### src/hdl/dcbp_pkg.sv
`default_nettype none
package dcbp_pkg;

	// Decoded operation codes
	typedef enum logic [4:0] {
		OP_CHAR    = 5'd0,
		OP_BLANK   = 5'd1,
		OP_CUSTOM  = 5'd2,
		OP_DIM     = 5'd3,
		OP_FLIP    = 5'd4,
		OP_INVERT  = 5'd5,
		OP_PALETTE = 5'd6,
		OP_MIRROR  = 5'd7,
		OP_COPY    = 5'd8,
		OP_ROLL    = 5'd9,
		OP_SHIFT   = 5'd10,
		OP_PIXEL   = 5'd11,
		OP_SENSE   = 5'd12,
		OP_RESET   = 5'd13,
		OP_COLUMN  = 5'd14,
		OP_WDT     = 5'd15,
		OP_TICK    = 5'd16,
		OP_LOOP    = 5'd17
	} op_t;

	// One decoded command
	typedef struct packed {
		op_t        op;
		logic       display;
		logic       on;
		logic [7:0] arg_a;
		logic [7:0] arg_b;
	} result_t;

	localparam logic [7:0] CASE_FOLD = 8'hdf;
	localparam logic [7:0] CH_ZERO   = 8'h30;
	localparam logic [7:0] CH_FOUR   = 8'h34;
	localparam logic [7:0] CH_FIVE   = 8'h35;
	localparam logic [7:0] CH_NINE   = 8'h39;
	localparam logic [7:0] CH_BANG   = 8'h21;
	localparam logic [7:0] CH_STAR   = 8'h2a;
	localparam logic [7:0] CH_SLASH  = 8'h2f;
	localparam logic [7:0] CH_PLUS   = 8'h2b;
	localparam logic [7:0] CH_LOW_A  = 8'h61;
	localparam logic [7:0] CH_LOW_F  = 8'h66;
	localparam logic [7:0] CH_LOW_Z  = 8'h7a;

	// Lowercase hex digit to nibble; anything else reads as zero
	function automatic logic [3:0] nibble_of(input logic [7:0] c);
		logic [7:0] t;
		begin
			t = 8'h00;
			if (c inside {[CH_ZERO:CH_NINE]}) begin
				t = c - CH_ZERO;
			end else if (c inside {[CH_LOW_A:CH_LOW_F]}) begin
				t = c - CH_LOW_A + 8'd10;
			end
			return t[3:0];
		end
	endfunction

	function automatic logic [7:0] hex_pair(input logic [7:0] hi, input logic [7:0] lo);
		return {nibble_of(hi), nibble_of(lo)};
	endfunction

	// Parameter bytes a command needs; zero when the byte is no command
	function automatic logic [1:0] param_count(input logic [7:0] b);
		logic [1:0] n;
		begin
			case (b)
				"a", "A", "b", "B", "c", "C", "d", "D", "f", "F",
				"i", "I", "m", "M", "!": n = 2'd1;
				"p", "P", "l", "L": n = 2'd2;
				"r", "R", "s", "t", "T", "z", "Z": n = 2'd3;
				default: begin
					n = (b inside {[CH_ZERO:CH_NINE]}) ? 2'd2 : 2'd0;
				end
			endcase
			return n;
		end
	endfunction

	// Decode a completed command from its letter and parameter bytes
	function automatic result_t decode(input logic [7:0] cmd, input logic [7:0] p0,
			input logic [7:0] p1, input logic [7:0] p2);
		result_t    r;
		logic       which;
		logic       lower;
		logic [7:0] d1;
		logic [7:0] d2;
		begin
			r     = '0;
			which = (p0 != CH_ZERO);
			lower = (cmd inside {[CH_LOW_A:CH_LOW_Z]});
			d1    = p1 - CH_ZERO;
			d2    = p2 - CH_ZERO;
			if (cmd == CH_BANG) begin
				r.op      = OP_RESET;
				r.display = which;
			end else if (cmd inside {[CH_ZERO:CH_NINE]}) begin
				r.op      = OP_COLUMN;
				r.display = (cmd > CH_FOUR);
				r.arg_a   = (cmd > CH_FOUR) ? (cmd - CH_FIVE) : (cmd - CH_ZERO);
				r.arg_b   = hex_pair(p0, p1);
			end else begin
				case (cmd & CASE_FOLD)
					"A": begin
						r.op = OP_CHAR; r.display = !lower; r.arg_a = p0;
					end
					"B": begin
						r.op = OP_BLANK; r.display = which; r.on = lower;
					end
					"C": begin
						r.op = OP_CUSTOM; r.display = which; r.on = lower;
					end
					"D": begin
						r.op = OP_DIM; r.display = which; r.on = lower;
					end
					"F": begin
						r.op = OP_FLIP; r.display = which; r.on = !lower;
					end
					"I": begin
						r.op = OP_INVERT; r.display = which; r.on = lower;
					end
					"L": begin
						r.op = OP_PALETTE; r.display = !lower; r.arg_a = hex_pair(p0, p1);
					end
					"M": begin
						r.op = OP_MIRROR; r.display = which; r.on = lower;
					end
					"P": begin
						r.op = OP_COPY; r.display = !lower; r.arg_a = hex_pair(p0, p1);
					end
					"R": begin
						r.op = OP_ROLL; r.display = which; r.arg_a = p1; r.arg_b = d2;
					end
					"S": begin
						r.op = OP_SHIFT; r.display = which; r.arg_a = p1; r.arg_b = d2;
					end
					"T": begin
						r.op = OP_PIXEL; r.display = which; r.on = lower;
						r.arg_a = d1; r.arg_b = d2;
					end
					default: begin
						r.op = OP_SENSE; r.on = lower; r.arg_a = d1; r.arg_b = d2;
					end
				endcase
			end
			return r;
		end
	endfunction

endpackage
`default_nettype wire

### src/hdl/dcbp_in_reg.sv
`default_nettype none
module dcbp_in_reg (
	input  wire logic       clk,
	input  wire logic       arst_n,
	input  wire logic       in_valid,
	output logic            in_ready,
	input  wire logic [7:0] in_byte,
	input  wire logic       take,
	output logic            valid_s1,
	output logic [7:0]      byte_s1
);

	// Stage is free when empty or being consumed this cycle
	assign in_ready = !valid_s1 || take;

	always_ff @(posedge clk or negedge arst_n) begin
		if (!arst_n) begin
			valid_s1 <= 1'b0;
		end else if (in_ready) begin
			valid_s1 <= in_valid;
		end
	end

	always_ff @(posedge clk) begin
		if (in_valid && in_ready) begin
			byte_s1 <= in_byte;
		end
	end

endmodule
`default_nettype wire

### src/hdl/dcbp_core.sv
`default_nettype none
module dcbp_core (
	input  wire logic       clk,
	input  wire logic       arst_n,
	input  wire logic       take,
	input  wire logic [7:0] byte_s1,
	output logic            emit,
	output dcbp_pkg::result_t res
);

	logic [7:0] pend_q, pend_n;
	logic [1:0] left_q, left_n;
	logic [1:0] slot_q, slot_n;
	logic       loop_q, loop_n;
	logic [7:0] store_q [3];
	logic [7:0] p_n [3];
	logic [1:0] cnt;

	// Store contents as seen by decode, including the current byte
	always_comb begin
		for (int i = 0; i < 3; i++) begin
			p_n[i] = (pend_q != 8'h00 && slot_q == 2'(i)) ? byte_s1 : store_q[i];
		end
	end

	assign cnt = dcbp_pkg::param_count(byte_s1);

	// Next state and result for one byte
	always_comb begin
		pend_n = pend_q;
		left_n = left_q;
		slot_n = slot_q;
		loop_n = loop_q;
		emit   = 1'b0;
		res    = '0;
		if (pend_q != 8'h00) begin
			slot_n = slot_q + 2'd1;
			if (left_q <= 2'd1) begin
				emit   = 1'b1;
				res    = dcbp_pkg::decode(pend_q, p_n[0], p_n[1], p_n[2]);
				pend_n = 8'h00;
				left_n = 2'd0;
				slot_n = 2'd0;
			end else begin
				left_n = left_q - 2'd1;
			end
		end else begin
			left_n = 2'd0;
			slot_n = 2'd0;
			if (byte_s1 == dcbp_pkg::CH_STAR) begin
				emit   = 1'b1;
				res.op = dcbp_pkg::OP_WDT;
			end else if (byte_s1 == dcbp_pkg::CH_SLASH) begin
				emit   = 1'b1;
				res.op = dcbp_pkg::OP_TICK;
			end else if (byte_s1 == dcbp_pkg::CH_PLUS) begin
				emit   = 1'b1;
				loop_n = !loop_q;
				res.op = dcbp_pkg::OP_LOOP;
				res.on = !loop_q;
			end else if (cnt != 2'd0) begin
				pend_n = byte_s1;
				left_n = cnt;
			end
		end
	end

	always_ff @(posedge clk or negedge arst_n) begin
		if (!arst_n) begin
			pend_q <= 8'h00;
			left_q <= 2'd0;
			slot_q <= 2'd0;
			loop_q <= 1'b0;
		end else if (take) begin
			pend_q <= pend_n;
			left_q <= left_n;
			slot_q <= slot_n;
			loop_q <= loop_n;
		end
	end

	// Parameter store, written only while a command is pending
	always_ff @(posedge clk) begin
		if (take && pend_q != 8'h00) begin
			for (int i = 0; i < 3; i++) begin
				if (slot_q == 2'(i)) begin
					store_q[i] <= byte_s1;
				end
			end
		end
	end

endmodule
`default_nettype wire

### src/hdl/dcbp_out_reg.sv
`default_nettype none
module dcbp_out_reg (
	input  wire logic              clk,
	input  wire logic              arst_n,
	input  wire logic              valid_s1,
	input  wire logic              emit,
	input  wire dcbp_pkg::result_t res,
	output logic                   take,
	output logic                   out_valid,
	input  wire logic              out_ready,
	output dcbp_pkg::result_t      res_q
);

	// Stage 1 moves on when the result slot is empty or draining
	assign take = valid_s1 && (!out_valid || out_ready);

	always_ff @(posedge clk or negedge arst_n) begin
		if (!arst_n) begin
			out_valid <= 1'b0;
		end else if (take) begin
			out_valid <= emit;
		end else if (out_ready) begin
			out_valid <= 1'b0;
		end
	end

	always_ff @(posedge clk) begin
		if (take && emit) begin
			res_q <= res;
		end
	end

endmodule
`default_nettype wire

### src/hdl/display_command_byte_parser.sv
// Display command byte parser.
// Input channel: in_valid/in_ready with one ASCII byte (in_byte) per beat.
// Output channel: out_valid/out_ready with one decoded command per beat
// (op, display, on, arg_a, arg_b). Command letters open a pending command
// that collects one to three parameter bytes; the last one yields a beat.
// '*', '/' and '+' yield watchdog, tick and loop-toggle beats at once when
// no command is pending. Other bytes yield no beat.
// A byte lands in the input register when it is accepted, and the core
// decodes it into the result register when stage 1 moves on (take).
// Throughput: one byte per cycle while the receiver does not stall.
// When the receiver stalls, the result register holds its beat and the
// input register takes one more byte only if empty; then in_ready drops.
// Reset (arst_n low) clears the pending command, the counters, the loop
// flag and both valid flags; the parameter bytes are not cleared.
`default_nettype none
module display_command_byte_parser (
	input  wire logic       clk,
	input  wire logic       arst_n,
	input  wire logic       in_valid,
	output logic            in_ready,
	input  wire logic [7:0] in_byte,
	output logic            out_valid,
	input  wire logic       out_ready,
	output logic [4:0]      op,
	output logic            display,
	output logic            on,
	output logic [7:0]      arg_a,
	output logic [7:0]      arg_b
);

	logic              take;
	logic              valid_s1;
	logic [7:0]        byte_s1;
	logic              emit;
	dcbp_pkg::result_t res;
	dcbp_pkg::result_t res_q;

	dcbp_in_reg u_in (
		.clk      (clk),
		.arst_n   (arst_n),
		.in_valid (in_valid),
		.in_ready (in_ready),
		.in_byte  (in_byte),
		.take     (take),
		.valid_s1 (valid_s1),
		.byte_s1  (byte_s1)
	);

	dcbp_core u_core (
		.clk     (clk),
		.arst_n  (arst_n),
		.take    (take),
		.byte_s1 (byte_s1),
		.emit    (emit),
		.res     (res)
	);

	dcbp_out_reg u_out (
		.clk       (clk),
		.arst_n    (arst_n),
		.valid_s1  (valid_s1),
		.emit      (emit),
		.res       (res),
		.take      (take),
		.out_valid (out_valid),
		.out_ready (out_ready),
		.res_q     (res_q)
	);

	assign op      = res_q.op;
	assign display = res_q.display;
	assign on      = res_q.on;
	assign arg_a   = res_q.arg_a;
	assign arg_b   = res_q.arg_b;

endmodule
`default_nettype wire

### config.mk
export PLATFORM = sky130hd
export DESIGN_NAME = display_command_byte_parser
export DESIGN_NICKNAME = d
export VERILOG_FILES = /design/src/hdl/dcbp_pkg.sv /design/src/hdl/dcbp_in_reg.sv /design/src/hdl/dcbp_core.sv /design/src/hdl/dcbp_out_reg.sv /design/src/hdl/display_command_byte_parser.sv
export SDC_FILE = /design/constraint.sdc
export NUM_CORES = 1
export LEC_CHECK = 0
export ABC_AREA = 1
export BUFFER_PORTS_ARGS = -buffer_cell sky130_fd_sc_hd__buf_4
export CAP_MARGIN = 20
export CORE_MARGIN = 1
export CORE_UTILIZATION = 57
export DETAILED_ROUTE_END_ITERATION = 16
export GPL_TIMING_DRIVEN = 0
export PLACE_DENSITY = 0.76
export SYNTH_ARGS = -nofsm -noshare
export SYNTH_HDL_FRONTEND = slang
export SYNTH_HIERARCHICAL = 1
export SYNTH_SLANG_ARGS = --single-unit
### constraint.sdc
create_clock -name clk -period 2.95 [get_ports clk]
set_input_delay 0.1475 -clock clk [delete_from_list [all_inputs] [get_ports clk]]
set_output_delay 0.1475 -clock clk [all_outputs]
set_load 0.03 [all_outputs]
[After elaboration in Yosys (flattened, before gate mapping)]
Memories as Yosys holds them, arrays and structs flattened.
Cells that the tools add are included.
Storage, ports and cells
  word-level logic and storage cells: 199
  bits of input ports: 12
  bits in writable memories: 24
  register bits after elaboration: 46
  output and inout port bits: 25
  memories kept: 1
Cells by class
  magnitude comparators: 16
  equal/unequal tests: 49
  reduce and logical (&&, ||, !) cells: 41
  bitwise operators: 4
  muxes and demuxes: 65
  $add $sub $neg: 11
Memories
  u_core.store_q: words 3, width 8, read ports 3, clocked after Yosys merged registers in 0, wr ports 1, RTL line dcbp_core.sv:15  | logic [7:0] store_q [3];
Operators by type and width (number)
  $eq 8x7->1 const B: 25
  $mux 8: 13
  $eq 7x6->1 const B: 12
  $pmux 4 s12: 1
  $eq 8x6->1 const B: 5
  $ge 8x6->1 const B: 4
  $le 8x6->1 const B: 4
  $pmux 8 s4: 1
  $sub 8x6->8 const B: 4
  $ge 8x7->1 const B: 3
  $le 8x7->1 const B: 3
  $mux 1: 23
  $mux 23: 1
  $mux 2: 11
  $mux 5: 4
  $reduce_or 9->1: 2
  $mux 17: 1
  $mux 16: 1
  $mux 4: 4
  $reduce_or 8->1: 2
  $reduce_or 15->1: 1
  $logic_and 1x1->1: 14
  $mux 6: 2
  $sub 4x1->4 const B: 3
  other kinds (27): 42

[Logic depth before layout (Yosys ltp)]
Gate-level depths: netlist of the first run.
  depth in word-level cells: 12
  gate-level depth with buffers: 20
  depth with buffers taken out: 19

[By module]
The synthesis of the first run kept the hierarchy.
Modules (own cells, without submodules)
  dcbp_core: area each 3694.8 sq um, cells an instance 534, instances 1, seq. area each 1046.0 sq um
  dcbp_out_reg: area each 754.5 sq um, cells an instance 32, instances 1, seq. area each 715.7 sq um
  dcbp_in_reg: area each 285.3 sq um, cells an instance 14, instances 1, seq. area each 265.3 sq um

[Least setup slack after synthesis of the first run]
No wires, ideal clock.
  kind: reg-to-reg
  start: reg u_core.pend_q[0]
  end: reg u_out/res_q[15] (netlist name)
  setup time: 0.249 ns
  setup slack: 0.312 ns
  data arrival time: 2.389 ns
  period minus slack after synthesis: 2.638 ns
  cell stages (with the launch flop): 20
  required time: 2.701 ns
  path buffers: 1
  path through: dfrtp_1 inv_1 ha_1 inv_1 nor2_8 nand2_8 nand2_4 buf_6 nand2_1 o21a_1 inv_1 ha_1 nor2_1 o21ai_2 nand2_4 nand2_2 o211ai_1 nand4_1 nand2_1 inv_1
Between the ends
  longest elaborated chain between the ends: 9
  elaborated cells between the ends (all ways): 43
  classes of those cells: add/sub (6); order compare (7); eq/ne (12); mux (7); bitwise (1); reduce/logical (10)
RTL lines
  start: declaration: RTL line dcbp_core.sv:11  | logic [7:0] pend_q, pend_n;
  start signal: assignment: RTL line dcbp_core.sv:75  | pend_q <= pend_n;
  $reduce_bool 8->1: RTL line dcbp_core.sv:22, dcbp_core.sv:36
  $logic_and 1x1->1: RTL line dcbp_core.sv:22  | p_n[i] = (pend_q != 8'h00 && slot_q == 2'(i)) ? byte_s1 : store_q[i];
  $mux 8: RTL line dcbp_core.sv:22
  $sub 4x1->4, or another cell as far along: RTL line dcbp_pkg.sv:56  | t = c - CH_LOW_A + 8'd10;
  $add 4x4->4 or $logic_and 1x1->1 (tied branches): RTL line dcbp_pkg.sv:56, dcbp_pkg.sv:55
  $mux 4: RTL line dcbp_pkg.sv:55  | end else if (c inside {[CH_LOW_A:CH_LOW_F]}) begin
  $mux 4: RTL line dcbp_pkg.sv:53  | if (c inside {[CH_ZERO:CH_NINE]}) begin
  $pmux 8 s4: RTL line dcbp_pkg.sv:106  | case (cmd & CASE_FOLD)
  $mux 16: RTL line dcbp_pkg.sv:100  | end else if (cmd inside {[CH_ZERO:CH_NINE]}) begin
Several ways; a longest one is shown, not always the timed one.
A chain may end at the register's enable or synchronous reset.

[Worst setup path after layout of the first run]
  start: reg u_core.pend_q[4]
  end: reg u_out/res_q[11] (netlist name)
Between the ends
  longest elaborated chain between the ends: 9
  elaborated cells between the ends (all ways): 40
  classes of those cells: add/sub (3); order compare (7); eq/ne (12); mux (7); bitwise (1); reduce/logical (10)
RTL lines (RTL line)
  $reduce_bool 8->1: dcbp_core.sv:22, dcbp_core.sv:36
  $logic_and 1x1->1: dcbp_core.sv:22
  $mux 8: dcbp_core.sv:22
  $sub 4x1->4, or another cell as far along: dcbp_pkg.sv:56
  $add 4x4->4 or $logic_and 1x1->1 (tied branches): dcbp_pkg.sv:56, dcbp_pkg.sv:55
  $mux 4: dcbp_pkg.sv:55
  $mux 4: dcbp_pkg.sv:53
  $pmux 8 s4: dcbp_pkg.sv:106
  $mux 16: dcbp_pkg.sv:100
Several ways; a longest one is shown, not always the timed one.

==> reports/metrics.yaml, run 1 <==
status: "completed"
grt_pass1_wl_um: 19700
synthArstFlopShare_pct: 21.4
synth_area_per_cell_um2: 8.16
yosysTopAreaCell: "edfxtp_1"
io_pins: 37
ys_warn_count: 6
leakagePower_nw: 2.52
setup_viol: 0
die_area_mm2: 0.00868
path_cells: "inv_2, ha_1, inv_1, nor2_4, nand2_8, buf_6, nand3_1, nand2_2, ha_1, nor3b_2, a21oi_1, nand3_2, o21ai_1, nand3_1, nand2_1, nand2_1, a21oi_1"
nets: 672
start_util_pct: 60.0
worst-endpoint-arrival_ns: 3.01
synthTopCellsByArea: "edfxtp_1 (35%), nand2_1 (9.7%), dfrtp_1 (7.9%)"
p_clk_share_pct: 12.3
finClkSkew_ns: 0.00882
clockBufferDepth: 2
gr-usage-met2_pct: 48.1
gr-usage-met3_pct: 5.12
cp-end-kind: "flip-flop"
cts_made_buffers: 9
fin_ws_ns: 0.130
yosys.area_share.simple_pct: 28.3
min-delay-start: "out_ready"
post-route-min-period_ns: 2.82
worstSetupStartpointType: "flip-flop"
fmax_ghz: 0.355
reg2reg_slack_ns: 0.13
slowest_delay_ns: 0.43
synth_area_mm2: 0.00473
synthFlopType: "edfxtp_1"
grt-ovfl-total: 0
clock-sinks: 70
wirelength_um: 12200
seqPwrFrac_pct: 27.4
min_path_type: "in -> reg"
drcViolationCount: 0
rows: 32
crit_family: "simple AND/OR/NAND/NOR gates"
dr.pass1.iters: 6
antenna_found_initial: 0
cts_root_buf: "clkbuf_8"
maxSlewViolCount: 0
synth-compound-area-share_pct: 13.6
worst-path-buf-inv: 3
worst_ep_required_time_ns: 3.14
p_sw_mw: 3.15
cts_tree: "built"
drv_cap: 0
internal-power_mw: 3.10
wl_per_cell_um: 16.3
power_frac_comb_pct: 60.3
final_common_cell: "nand2_1"
crit_path_max_fanout: 10
final.period_utilization_pct: 95.6
place_area_mm2: 0.00513
core_area_mm2: 0.00789
vias: 4368
area_growth_pct: 16.7
viasPerCell: 5.85
insertion_delay_ns: 0.34
tightestPinTransition_ns: 0.715
synth.mux.area_fraction_pct: 0.449
path_clk_slew_ns: 0.08
ir_drop_mv: 0.863
grt_pass1_vias: 4074
synth_top_family_by_area: "simple AND/OR/NAND/NOR gates"
hpwl_um: 8910
ys_seq_elements: 70
yosys.area.top_type_share_pct: 34.9
antenna_cells: 0
dieHeight_um: 93.1
syn-num-nets: 612
cts_htree_levels: 3
grt_max_degree: 24
power_density_mw_per_mm2: 1130
gp_congestion: 0.954
synth-edff-count: 55
final_cell_mix: "nand2_1 (122), inv_1 (76), edfxtp_1 (55)"
synthAdderAreaFrac_pct: 5.29
synth_xor_area_share_pct: 0.740
cp_slowest_cell: "dfrtp_2"
port-buffer-count: 36
rsz0062_at_grt: "true"
path_class: "reg -> reg"
ant_nets: 0
finalHoldViolations: 0
total_power_mw: 6.25
synth_cell_types: 52
grt_busiest_layer: "met2"
syn_inst: 580
place_ws_ns: -0.297
yosysSeqAreaShare_pct: 42.8
slew_headroom_pct: 52.3
layout-drive-gt1-share_pct: 21.1
die_w_um: 93.1
grt_util_met1_pct: 39.5
fin_area_mm2: 0.00552
r2r-start: "u_core/pend_q[4]"
grt_usage_pct: 29.6
dr.first_iter.drc_count: 338
p_sw_share_pct: 50.3
critPathLaunch: "u_core/pend_q[4]"
worst min-delay path, cell delays in order:
cell and delay, ns:
buf_4 0.08, inv_1 0.03, nand2_2 0.06, o21ai_1 0.06
power groups by stage:
stage	clock network (mW)	registers, mW	logic, mW
final	0.770	1.71	3.77
after global routing	0.820	1.74	4.11
after CTS	0.784	1.70	3.66
after detailed placement	0	1.74	3.49
after global placement	0	1.73	3.44
after floorplan	0	2.02	2.29
sequential cells by signal, indices dropped and copies added, names as in the netlist:
signal	cells
u_core/left_q	2
u_in/valid_s1	1
u_core/store_q	24
u_out/res_q	23
u_core/loop_q	1
u_in/byte_s1	8
u_out/out_valid	1
u_core/slot_q	2
u_core/pend_q	8
cell usage after synthesis (3+ instances only):
cell	instances
nand2_4	9
nand2_2	18
nand3_2	3
nand3_1	45
inv_1	83
o211ai_1	3
nand2_1	122
a21oi_1	25
ha_1	20
dfrtp_1	15
o22ai_1	8
buf_2	3
nor3_1	6
inv_2	7
xor2_1	3
a221oi_1	4
nor2_2	4
nor2_4	3
o21ai_2	5
nor2_1	43
o21ai_0	41
o21ai_1	10
a31oi_1	3
edfxtp_1	55
nand4_1	7
per-layer routing:
layer / wire [µm] / vias up
li1: - / 2075
met1: 5140 / 2011
met2: 5640 / 246
met3: 1010 / 36
met4: 364 / 0
met5: 0 / -
metrics by stage:
step                      std cells  hold slack, ns  util (%)  TNS [ns]
final                           747          0.0699      70.0         0
after global placement          718          0.0117      65.1     -5.61
after floorplan                 580          -0.148         -         0
after global routing            747          0.0682      70.0   -0.0789
after CTS                       747          0.0651      69.6         0
after detailed placement        718         0.00979      65.1     -7.85
cell families (layout without fill, tap and decap cells):
group,after synthesis,count (layout)
and+or+nand+nor,273,273
AOI/OAI and AO/OA,110,110
buffers and inverters,101,166
DFF,70,70
adders and majority gates,20,20
xor gates and xnor gates,4,4
muxes,2,2
layout make-up:
class | instances | area [µm²]
clock inverters | 4 | 23.8
well taps | 102 | 128
clock buffers | 12 | 178
fillers | 631 | 2360
inverters | 92 | 352
flip-flops and latches | 70 | 2030
multi-input cells | 409 | 2350
plain buffers | 8 | 61.3
repair buffers | 50 | 400
repair_timing:
action | in CTS | in global routing
gates resized for setup | 17 | 10
setup buffers | 3 | 1
hold buffers | 10 | 0
pin swaps | 2 | 4
hold endpoints to repair | 24 | 0
setup endpoints to repair | 38 | 11
worst paths after layout:
| check | end | depth (start not counted) |
|---|---|---|
| max in group asynchronous | u_core/pend_q[4] | 2 |
| setup / recovery | u_out/res_q[11] | 17 |
| min in group asynchronous | u_core/pend_q[5] | 2 |
| hold reg to reg | u_core/loop_q | 1 |
| setup reg to reg | u_out/res_q[11] | 17 |
| hold / removal | u_out/out_valid | 4 |
No activity file was read; power rests on OpenSTA's default activity.
==> inputs of run 2 (changes only) <==
CELL_PAD_IN_SITES_DETAIL_PLACEMENT = 1   (was unset)
CELL_PAD_IN_SITES_GLOBAL_PLACEMENT = 2   (was unset)
CORE_UTILIZATION = 37   (was 57)
GPL_TIMING_DRIVEN = unset   (was 0)
PLACE_DENSITY = unset   (was 0.76)
PLACE_DENSITY_LB_ADDON = 0.1   (was unset)
==> run 2 against run 1 <==
Compared with the run above: clock power grew 58%; final cell count grew 12%; first-iteration DRC count decreased by 14%; register-to-register slack improved by 0.05 ns; core utilization decreased by 22 points; critical path type unchanged; largest cell class unchanged.
==> reports/metrics.yaml, run 2 (synthesis gave the netlist of run 1 again) <==
multiInputGateArea_mm2: 0.00233
dp.cells: 803
setup_viol: 0
cts_root_buf: "clkbuf_16"
cp_common_cell: "inv_1"
nets: 698
worst_ep_required_time_ns: 3.05
dr.pass1.iters: 4
path_clk_slew_ns: 0.06
slowest_delay_ns: 0.40
grt-ovfl-total: 0
leakagePower_nw: 2.68
insertion_delay_ns: 0.35
area_growth_pct: 24.3
cp-end-kind: "flip-flop"
core_area_mm2: 0.0123
final.period_utilization_pct: 94.0
grt_pass1_wl_um: 24000
cts_tree: "built"
fin_cells: 839
ant_nets: 0
port-buffer-count: 36
rows: 40
clockBufferDepth: 2
fin_area_mm2: 0.00589
critPathLaunch: "u_core/pend_q[5]"
reg2reg_slack_ns: 0.18
die_area_mm2: 0.0133
place_area_mm2: 0.00535
power_density_mw_per_mm2: 1210
wl_per_cell_um: 18.4
post-route-min-period_ns: 2.77
largest_register_ffs: 24
hpwl_um: 11800
drv_cap: 0
start_util_pct: 38.6
reg_top3: "u_core/store_q: 24 flops, u_out/res_q: 23 flops"
viasPerCell: 5.16
finClkSkew_ns: 0.00844
final_cell_mix: "nand2_1 (122), inv_1 (79), buf_4 (73)"
cp_slowest_cell: "dfrtp_1"
tightestPinTransition_ns: 0.811
vias: 4331
clock-sinks: 70
cts_htree_levels: 3
drcViolationCount: 0
antenna_cells: 0
ir_drop_mv: 0.579
layout-drive-gt1-share_pct: 23.0
largest_register: "u_core/store_q"
fmax_ghz: 0.360
path_class: "reg -> reg"
dieHeight_um: 115
dr.first_iter.drc_count: 291
gp_congestion: 0.986
wirelength_um: 15400
worstSetupStartpointType: "flip-flop"
grt_max_degree: 24
maxSlewViolCount: 0
min_path_cells: 4
final_common_cell: "nand2_1"
min-delay-start: "out_ready"
r2r-start: "u_core/pend_q[5]"
worst-endpoint-arrival_ns: 2.88
min_to: "u_out/out_valid"
cts_made_buffers: 9
min_path_type: "in -> reg"
die_w_um: 115
grt_pass1_vias: 4391
antenna_found_initial: 0
finalHoldViolations: 0
status: "completed"
slew_headroom_pct: 45.9
r2r-end: "u_out/res_q[13]"
io_pins: 37
r2r_cells: 19
grt_usage_pct: 24.7
whs_ns: 0.0698
path_cells: "inv_1, ha_1, inv_1, nor2_4, nand2_8, nand2_8, nand2_1, o21a_2, inv_1, ha_2, nor2_1, o21ai_2, nand2_4, nand2_1, o21ai_1, nand3_1, nand4_1, nand2_1, inv_1"
crit_path_max_fanout: 10
fillCellCount: 1526
regArea_mm2: 0.00203
[run 2: cell count changes in the layout (fill, tap and decap cells not counted), sizes merged]
cell      delta
bufinv       +2
buf         +28
clkinvlp     +1
clkbuf       -6
nand2        +1
[run 2: final cells by class]
| cell class | count | share of cell area, % |
|---|---|---|
| clock inverters | 7 | 1.74 |
| flip-flops and latches | 70 | 34.4 |
| well taps | 168 | 3.57 |
| inverters | 92 | 5.89 |
| clock buffers | 9 | 3.83 |
| repair buffers | 83 | 11.0 |
| multi-input cells | 410 | 39.5 |
[run 2: metrics by stage]
stage	setup WS [ns]	setup TNS, ns	utilization [%]	power, mW
2_1_floorplan	0.312	0	-	4.31
3_3_place_gp	0.0000642	0	43.7	5.47
3_5_place_dp	-0.0318	-0.0403	43.7	5.53
4_1_cts	0.0157	0	47.3	6.83
5_1_grt	-0.0195	-0.0195	48.0	7.61
6_report	0.176	0	48.0	7.14
[run 2: power by group]
part           leakage (nW)  switching [mW]  total [mW]  internal (mW)
Sequential            0.717           0.129        1.65           1.52
Combinational          1.81            2.87        4.27           1.39
Clock                 0.157           0.469        1.22          0.751
Total                  2.68            3.47        7.14           3.67
[run 2: how the worst max path moves through the flow]
stage	endpoint	slack [ns]	cells past startpoint
final	u_out/res_q[13]	0.18	19
after global routing	u_out/res_q[13]	-0.02	19
after CTS	u_out/res_q[15]	0.02	18
after detailed placement	u_out/res_q[17]	-0.03	15
after global placement	u_out/res_q[17]	0.00006	15
after floorplan	u_out/res_q[15]	0.31	19
[run 2: routing by layer]
metal	routed length, µm	up-vias	track usage, %
li1	-	2125	-
met1	7430	2100	33.9
met2	7230	84	39.6
met3	451	22	3.58
met4	301	0	9.52
met5	0	-	0
[run 2: worst max-delay path, delay by kind of cell, from the launching register on]
kind	cells	cell delay, ns
simple gates	10	1.00
fa+ha+maj	2	0.36
buf+inv	4	0.34
compound gates	3	0.43
flops	1	0.40
[run 2: timing repair]
item | CTS | global route
pin swaps | 0 | 6
setup buffers | 0 | 9
resized for setup | 2 | 7
cloned | 0 | 1
hold buffers | 10 | 0
setup endpoints to repair | 3 | 12
hold endpoints to repair | 24 | 0
==> inputs of run 3 (changes only) <==
CORE_UTILIZATION = 33   (was 37)
clock period = 2.4 ns   (was 2.95 ns; I/O delays follow)
==> run 3 against run 2 <==
Compared with the run above: highest routed layer unchanged; critical endpoint unchanged; sequential power grew 22%; global-route usage shrank 0.75 points; final cell count grew 12%; first-iteration DRC count shrank 8.2%; count of clock-buffer cells in the layout is the same; die area grew 12%; sequential cell count is the same; clock skew grew 0.0016 ns; power grew 57%; register-to-register slack lost 0.34 ns; critical path depth is the same; the flow now finishes with violations (negative setup slack).
==> reports/metrics.yaml, run 3 (synthesis gave the netlist of run 1 again) <==
p_sw_mw: 5.20
gp_congestion: 0.948
die_area_mm2: 0.0148
path_cells: "inv_2, ha_4, inv_4, nor2_8, nand2_8, nand2_8, buf_6, o21a_4, inv_4, ha_4, nor2_4, o21ai_4, nand2_4, nand2_4, o21ai_4, nand3_1, nand4_1, nand2_1, inv_1"
clockBufferDepth: 2
finClkSkew_ns: 0.0101
worstSetupStartpointType: "flip-flop"
failed_checks: "negative setup slack"
ir_drop_mv: 0.579
regArea_mm2: 0.00203
slew_headroom_pct: 58.6
fin_cells: 937
wirelength_um: 17400
multiInputGateArea_mm2: 0.00265
min-delay-start: "out_ready"
layout-drive-gt1-share_pct: 40.2
p_clk_share_pct: 13.4
post-route-min-period_ns: 2.56
viasPerCell: 4.99
total_power_mw: 11.2
fin_ws_ns: -0.165
largest_register: "u_core/store_q"
p_sw_share_pct: 46.4
fillCellCount: 1636
reg_top3: "u_core/store_q: 24 flops, u_out/res_q: 23 flops"
slowest_delay_ns: 0.36
cp_slowest_cell: "dfrtp_1"
final_util_pct: 50.1
grt_max_degree: 24
rsz0062_at_grt: "true"
start_util_pct: 34.0
hpwl_um: 13200
final.period_utilization_pct: 107
min_path_cells: 4
grt-ovfl-total: 0
die_w_um: 122
rows: 43
vias: 4680
min_to: "u_out/out_valid"
largest_register_ffs: 24
reg2reg_slack_ns: -0.16
seqPwrFrac_pct: 18.0
path_clk_slew_ns: 0.06
wl_per_cell_um: 18.6
path_class: "reg -> reg"
port-buffer-count: 36
area_growth_pct: 47.5
antenna_cells: 0
crit_path_max_fanout: 8
dr.pass1.iters: 4
ant_nets: 0
drv_cap: 0
drcViolationCount: 0
nets: 784
cts_htree_levels: 3
whs_ns: 0.0515
power_density_mw_per_mm2: 1600
r2r_cells: 19
io_pins: 37
worst-endpoint-arrival_ns: 2.66
grt_pass1_vias: 4785
grt_usage_pct: 24.0
dp.cells: 883
dr.first_iter.drc_count: 267
clock-sinks: 70
leakagePower_nw: 3.17
status: "complete, but fails checks"
dieHeight_um: 122
cts_root_buf: "clkbuf_16"
maxSlewViolCount: 0
internal-power_mw: 6.00
final_cell_mix: "buf_4 (147), nand2_1 (110), inv_1 (66)"
insertion_delay_ns: 0.34
fmax_ghz: 0.390
worst_ep_required_time_ns: 2.50
antenna_found_initial: 0
cp-end-kind: "flip-flop"
final_common_cell: "buf_4"
place_ws_ns: -0.141
tns_ns: -1.60
cts_tree: "built"
tightestPinTransition_ns: 0.619
place_area_mm2: 0.00599
core_area_mm2: 0.0139
power_frac_comb_pct: 68.6
cts_made_buffers: 9
finalHoldViolations: 0
setup_viol: 28
r2r-end: "u_out/res_q[13]"
min_path_type: "in -> reg"
r2r-start: "u_core/pend_q[1]"
fin_area_mm2: 0.00698
grt_pass1_wl_um: 26300
==> run 3: worst max-delay path, delay by kind of cell, from the launching register on <==
kind,cells,cell delay (ns)
AO/OA/AOI/OAI,3,0.45
flip-flops,1,0.36
buffers and inverters,5,0.38
adder cells (fa/ha/maj),2,0.33
AND/OR/NAND/NOR,9,0.79
==> run 3: area by class of cell <==
type,instances,area share [%]
timing repair buffer,170,20.0
multi-input combinational,409,38.0
inverter,92,5.07
tap,180,3.22
sequential,70,29.0
clock buffer,9,3.22
clock inverter,7,1.50
==> run 3: layer usage <==
metal  up-vias  part of all wire [%]  global-route usage, %
li1       2291                     -                      -
met1      2270                    47                   32.6
met2        94                    49                   40.0
met3        25                   2.7                   2.48
met4         0                   1.8                   7.41
met5         -                     0                      0
==> run 3: power groups by stage <==
stage / logic, mW / clock network, mW / registers, mW
floorplan: 3.05 / 0 / 2.48
global placement: 5.89 / 0 / 2.03
detailed placement: 6.00 / 0 / 2.05
CTS: 6.53 / 1.54 / 2.03
global route: 8.21 / 1.57 / 2.06
finish: 7.68 / 1.50 / 2.02
==> run 3: worst max-delay path by stage <==
| stage | startpoint | to | cells after the start |
|---|---|---|---|
| global placement | u_core/pend_q[1] | u_out/res_q[17] | 16 |
| finish | u_core/pend_q[1] | u_out/res_q[13] | 19 |
| floorplan | u_core/pend_q[1] | u_out/res_q[13] | 20 |
| CTS | u_core/pend_q[4] | u_out/res_q[13] | 19 |
| detailed placement | u_core/pend_q[5] | u_out/res_q[17] | 15 |
| global route | u_core/pend_q[0] | u_out/res_q[13] | 19 |
==> run 3: repair_timing <==
item	in CTS	in global routing
buffers inserted	13	13
gates resized for setup	26	62
setup endpoints to repair	13	42
pin swaps	22	26
hold buffers	10	0
gates cloned	0	3
hold endpoints to repair	24	0
